## config.mk

```make
export PLATFORM = sky130hd
export DESIGN_NAME = dcp_cell
export DESIGN_NICKNAME = d
export VERILOG_FILES = /design/src/hw/rtl/dcp_pkg.sv /design/src/hw/rtl/dcp_cell.sv
export SDC_FILE = /design/constraint.sdc
export NUM_CORES = 1
export LEC_CHECK = 0
export BUFFER_PORTS_ARGS = -buffer_cell sky130_fd_sc_hd__buf_2
export CAP_MARGIN = 5
export CORE_ASPECT_RATIO = 1.4
export CORE_MARGIN = 1.5
export CORE_UTILIZATION = 35
export CTS_CLUSTER_SIZE = 25
export DETAILED_ROUTE_END_ITERATION = 10
export GPL_TIMING_DRIVEN = 0
export PLACE_DENSITY = 0.62
export SYNTH_ARGS = -nofsm -noshare
export SYNTH_HDL_FRONTEND = slang
export SYNTH_SLANG_ARGS = --single-unit
```

## constraint.sdc

```tcl
create_clock -name clk -period 0.8 [get_ports clk]
set_input_delay 0.08 -clock clk [delete_from_list [all_inputs] [get_ports clk]]
set_output_delay 0.08 -clock clk [all_outputs]
set_load 0.005 [all_outputs]
```

## src/hw/rtl/dcp_pkg.sv

```systemverilog
`timescale 1ns / 1ps
// Shared types, widths and the per-level dragon curve table for the point core.
package dcp_pkg;

	localparam int DCP_LEVELS_DEF = 60;
	localparam int CNT_W          = 60;
	localparam int COORD_W        = 32;
	localparam int CMP_W          = 64;

	typedef struct packed {
		logic [COORD_W-1:0] x;
		logic [COORD_W-1:0] y;
	} dcp_vec_t;

	typedef struct packed {
		dcp_vec_t   a;
		dcp_vec_t   b;
		logic [1:0] ad;
		logic [1:0] bd;
	} dcp_lvl_t;

	typedef struct packed {
		logic [CNT_W-1:0]   n;
		logic [COORD_W-1:0] x;
		logic [COORD_W-1:0] y;
		logic [1:0]         d;
		logic               in_b;
		logic               done;
		logic               bad;
	} dcp_walk_t;

	localparam dcp_vec_t UNIT_VEC = '{x: '0, y: COORD_W'(1)};

	// Rotates a vector by the given number of quarter turns clockwise.
	function automatic dcp_vec_t dcp_rot(dcp_vec_t v, logic [1:0] dir);
		dcp_vec_t r;
		case (dir)
			2'd0: begin
				r.x = v.x;
				r.y = v.y;
			end
			2'd1: begin
				r.x = v.y;
				r.y = -v.x;
			end
			2'd2: begin
				r.x = -v.x;
				r.y = -v.y;
			end
			default: begin
				r.x = -v.y;
				r.y = v.x;
			end
		endcase
		return r;
	endfunction

	function automatic dcp_vec_t dcp_add(dcp_vec_t p, dcp_vec_t q);
		dcp_vec_t r;
		r.x = p.x + q.x;
		r.y = p.y + q.y;
		return r;
	endfunction

	// Displacement and net turn of the a and b expansions at level h.
	function automatic dcp_lvl_t dcp_level(int h);
		dcp_lvl_t   t;
		dcp_lvl_t   p;
		logic [1:0] d;
		dcp_vec_t   acc;
		t = '0;
		for (int i = 1; i <= h; i++) begin
			p = t;
			d = p.ad + 2'd1;
			acc = dcp_add(p.a, dcp_rot(p.b, d));
			d = d + p.bd;
			acc = dcp_add(acc, dcp_rot(UNIT_VEC, d));
			d = d + 2'd1;
			t.a = acc;
			t.ad = d;
			acc.x = '1;
			acc.y = '0;
			d = 2'd3;
			acc = dcp_add(acc, dcp_rot(p.a, d));
			d = d + p.ad + 2'd3;
			acc = dcp_add(acc, dcp_rot(p.b, d));
			d = d + p.bd;
			t.b = acc;
			t.bd = d;
		end
		return t;
	endfunction

endpackage

```

## src/hw/rtl/dcp_cell.sv

```systemverilog
`timescale 1ns / 1ps
// One level cell of the descent chain: resolves a single table level per cycle while adv is high.
module dcp_cell #(
	parameter int LEVEL = dcp_pkg::DCP_LEVELS_DEF - 1
) (
	input  logic              clk,
	input  logic              arst_n,
	input  logic              adv,
	input  logic              prev_valid,
	input  dcp_pkg::dcp_walk_t prev_walk,
	output logic              walk_valid,
	output dcp_pkg::dcp_walk_t walk
);
	import dcp_pkg::*;

	localparam dcp_lvl_t       LH    = dcp_level(LEVEL);
	localparam dcp_lvl_t       LK    = dcp_level(LEVEL - 1);
	localparam logic [CMP_W-1:0] CNT_H = (CMP_W'(1) << LEVEL) - CMP_W'(1);
	localparam logic [CMP_W-1:0] POW_K = CMP_W'(1) << (LEVEL - 1);
	localparam logic [CMP_W-1:0] CNT_K = POW_K - CMP_W'(1);
	localparam dcp_vec_t       A_K1  = '{x: LK.a.x, y: LK.a.y + COORD_W'(1)};

	dcp_walk_t          nxt;
	dcp_walk_t          walk_q;
	logic               valid_q;
	logic [CMP_W-1:0]   n_ext;
	logic [CMP_W-1:0]   sub;
	logic [CMP_W-1:0]   diff;
	dcp_vec_t           vec;
	dcp_vec_t           rv;
	logic [1:0]         rot_d;
	logic [1:0]         d_turn;

	assign n_ext  = CMP_W'(prev_walk.n);
	assign d_turn = prev_walk.d + 2'd3;

	always_comb begin
		nxt   = prev_walk;
		vec   = '0;
		sub   = '0;
		rot_d = prev_walk.d;
		if (!prev_walk.done && prev_walk.n != '0) begin
			if (n_ext == CNT_H) begin
				vec      = prev_walk.in_b ? LH.b : LH.a;
				nxt.d    = prev_walk.d + (prev_walk.in_b ? LH.bd : LH.ad);
				nxt.done = 1'b1;
			end else if (!prev_walk.in_b) begin
				if (n_ext >= CNT_K) begin
					sub      = CNT_K;
					vec      = LK.a;
					nxt.d    = prev_walk.d + LK.ad + 2'd1;
					nxt.in_b = 1'b1;
				end
			end else begin
				rot_d = d_turn;
				nxt.d = d_turn;
				if (n_ext == CMP_W'(1)) begin
					vec      = UNIT_VEC;
					sub      = CMP_W'(1);
					nxt.done = 1'b1;
				end else if (n_ext < POW_K) begin
					vec      = UNIT_VEC;
					sub      = CMP_W'(1);
					nxt.in_b = 1'b0;
				end else begin
					vec   = A_K1;
					sub   = POW_K;
					nxt.d = d_turn + LK.ad + 2'd3;
				end
			end
		end
		rv    = dcp_rot(vec, rot_d);
		nxt.x = prev_walk.x + rv.x;
		nxt.y = prev_walk.y + rv.y;
		diff  = n_ext - sub;
		nxt.n = diff[CNT_W-1:0];
	end

	always_ff @(posedge clk or negedge arst_n) begin
		if (!arst_n) begin
			valid_q <= 1'b0;
		end else if (adv) begin
			valid_q <= prev_valid;
		end
	end

	always_ff @(posedge clk) begin
		if (adv) begin
			walk_q <= nxt;
		end
	end

	assign walk_valid = valid_q;
	assign walk       = walk_q;

endmodule
```

==> impl_metrics.toml <==
[placed_design]
dp.cells = 1842
hpwl_mm = 26.8
pre_cts_ws_ns = -5.29
io_buffer_count = 259
place_congestion = 0.872

[clocking]
worst_skew_pair.late_latency_ns = 0.44
cts_tree = "done"
clock-sinks = 130
cts_buffers = 17
cts-root-buf = "clkbuf_16"
ctsHoldBuffers = 4
ctsLongestPathBuffers = 2
cts_max_level = 4
cts.clk_slew.worst_paths_ns = 0.06

[sta]
worst_slack_ns = -3.85
fin_crit_sh = 5.81
final_hold_viol_count = 2
setup_viol_count_final = 258
max_freq_mhz = 215
slew_violations = 0
setup_tns_ns = -403.64
slew_headroom = 0.409
period_needed_ns = 4.65
whs_ns = -0.0187
rsz0062_at_grt = "yes"
worst_pin_slew_ns = 0.887
skew_ns = 0

[synth]
syn_avg_cell_area_um2 = 9.36
ys.flop_type = "edfxtp_1"
netlist.area_leader.share = 0.349
yosys.cell_types.count = 72
synth_area_um2 = 11100
synth_nets = 1446
synthArstFlopShare = 0.00769
synth_largest_area_cell = "edfxtp_1"
ys_ff_latch = 130
synth_area_leaders = "edfxtp_1 (35%), ha_1 (14%), xnor2_1 (5.8%)"
ys_warn_count = 0
yosysSeqAreaShare = 0.351
syn-instance-count = 1187
synth_edf_count = 129

[detailed_routing]
first_pass_iters = 6
vias = 11707
ant_nets = 0
wirelength_mm = 41.3
wire_per_inst_um = 19.8
dr.first_iter.drc_count = 573
via_per_inst = 5.60
route.detailed.drc = 0

[floorplanning]
die_w_um = 154
die_y_um = 214
start_util = 0.354
dieArea_um2 = 32800
ioPinCount = 263
num_rows = 77
core-area_um2 = 31400

[pwr]
ir_drop_mv = 1.19
total_power_mw = 28.1
leakage_nw = 7.45
p_per_area_nw_per_um2 = 1540

[global_route]
grt_pass1_wl_mm = 59.5
grt_max_degree = 69
track_usage = 0.235
antenna_found_initial = 1
grt_overflow_total = 0
grt_pass1_vias = 11232

[worst_hold_path]
hold_path_class = "in2reg"
min_path_cells = 2

[worst_setup_path]
r2r_cells = 1
cp_data_required_time_ns = 0.97
slowest_delay_ns = 0.37
endpoint_kind = "flop"
crit_path_top_delay_cell = "a2111oi_4"
worstPathArrival_ns = 4.82
setup.worst_path.class = "in2reg"
path_max_fanout = 5
cpMostUsedCell = "buf_4"
start_kind = "input pin"

[run]
cap_violations = 0

[layout]
final_cells = 2089
drive_gt1_frac = 0.496
antenna_cells = 0
mostFrequentLayoutCells = "buf_2 (231), buf_4 (150), edfxtp_1 (129), a21oi_1 (78), buf_6 (68)"
area.growth.synth_to_final_pct = 64.3
fillCellCount = 2611
final_common_cell = "buf_2"
final_nets = 1940

[status]
status = "finished with violations"
violations = "hold timing, setup timing"
## Yosys cell counts (2+ instances only)
cell and n:
a2111oi_0 3, o21bai_1 19, or2_2 6, o211ai_1 14, o31ai_1 6, o41ai_1 3, and2_1 9, a311o_1 2
nor2b_1 17, o2111ai_1 5, inv_1 43, a211oi_1 12, a31oi_1 16, ha_1 123, a221oi_1 3, a21oi_1 126
a31o_2 3, mux2i_1 4, nor2_1 79, a41oi_1 3, edfxtp_1 129, xor2_1 35, xnor2_1 73, a2bb2oi_1 2
or3_1 6, o21ai_0 68, o21ba_2 3, nand3_1 25, and3_1 8, a21o_1 48, o31a_1 2, a21boi_0 9
o21a_1 18, nand2_1 81, a211o_1 4, fa_1 3, o22ai_1 3, nor3b_1 2, clkbuf_1 28, a221o_1 3
nor4_1 18, nor3_1 31, nand2b_1 28, nand4_1 36
## critical path, delay by kind of cell
family,cells,cell delay [ns]
buffers and inverters,17,2.23
AND/OR/NAND/NOR,8,1.48
AO/OA/AOI/OAI,4,0.78
adder cells (fa/ha/maj),1,0.23
## layout make-up
| class | instances | area [um2] | area share |
|---|---|---|---|
| Clock inverter | 15 | 119 | 0.00652 |
| Inverter | 43 | 179 | 0.00981 |
| Clock buffer | 17 | 425 | 0.0233 |
| Multi-Input combinational cell | 992 | 9420 | 0.516 |
| Tap cell | 395 | 494 | 0.0271 |
| Buffer | 17 | 98.8 | 0.00542 |
| Sequential cell | 130 | 3900 | 0.214 |
| Timing Repair Buffer | 480 | 3610 | 0.198 |
## flip-flops by register name (all words and copies together), names as in the netlist
register / cells
walk: 129
walk_valid: 1
## final timing paths
path | startpoint | end | slack (ns)
setup / recovery | prev_walk[69] | walk[67] | -3.85
hold / removal | prev_walk[37] | walk[37] | -0.02
setup reg to reg | walk_valid | walk_valid | 0.04
hold reg to reg | walk_valid | walk_valid | 0.52
max in group asynchronous | arst_n | walk_valid | 0.23
min in group asynchronous | arst_n | walk_valid | 0.46
## per-layer routing
layer / share of wire / wire, um / GRT usage / vias to the layer above
met5: 0.00041 / 17 / 0 / -
met4: 0.053 / 2180 / 0.119 / 2
met3: 0.052 / 2150 / 0.0467 / 128
met2: 0.52 / 21500 / 0.431 / 453
met1: 0.37 / 15400 / 0.258 / 5600
li1: - / - / - / 5524
## cells by family (layout without fill, tap and decap cells)
family                     after synthesis  in the layout  share of synthesized area
DFF                                    130            130                      0.351
adders and majority gates              126            126                      0.144
xor gates and xnor gates               109            109                     0.0872
and+or+nand+nor                        351            358                      0.157
buffers and inverters                   73            572                     0.0255
AOI/OAI and AO/OA                      393            394                      0.231
muxes                                    5              5                    0.00462
## where the power goes
part | internal [mW] | switching [mW] | total (mW)
Clock | 4.22 | 3.28 | 7.51
Combinational | 5.53 | 5.84 | 11.4
Sequential | 8.89 | 0.274 | 9.17
## per-stage QoR
stage | cell area, um2 | util
6_report | 18200 | 0.581
2_1_floorplan | 11700 | -
3_5_place_dp | 13500 | 0.430
5_1_grt | 18200 | 0.581
3_3_place_gp | 13500 | 0.429
4_1_cts | 16600 | 0.529
## what timing repair did
action,in CTS,in global routing
setup endpoints to repair,321,321
pin swaps,124,152
resized for setup,275,239
setup buffers,142,86
cloned,10,0
endpoints found under the hold margin,6,2
No activity file was read; power rests on OpenSTA's default activity.
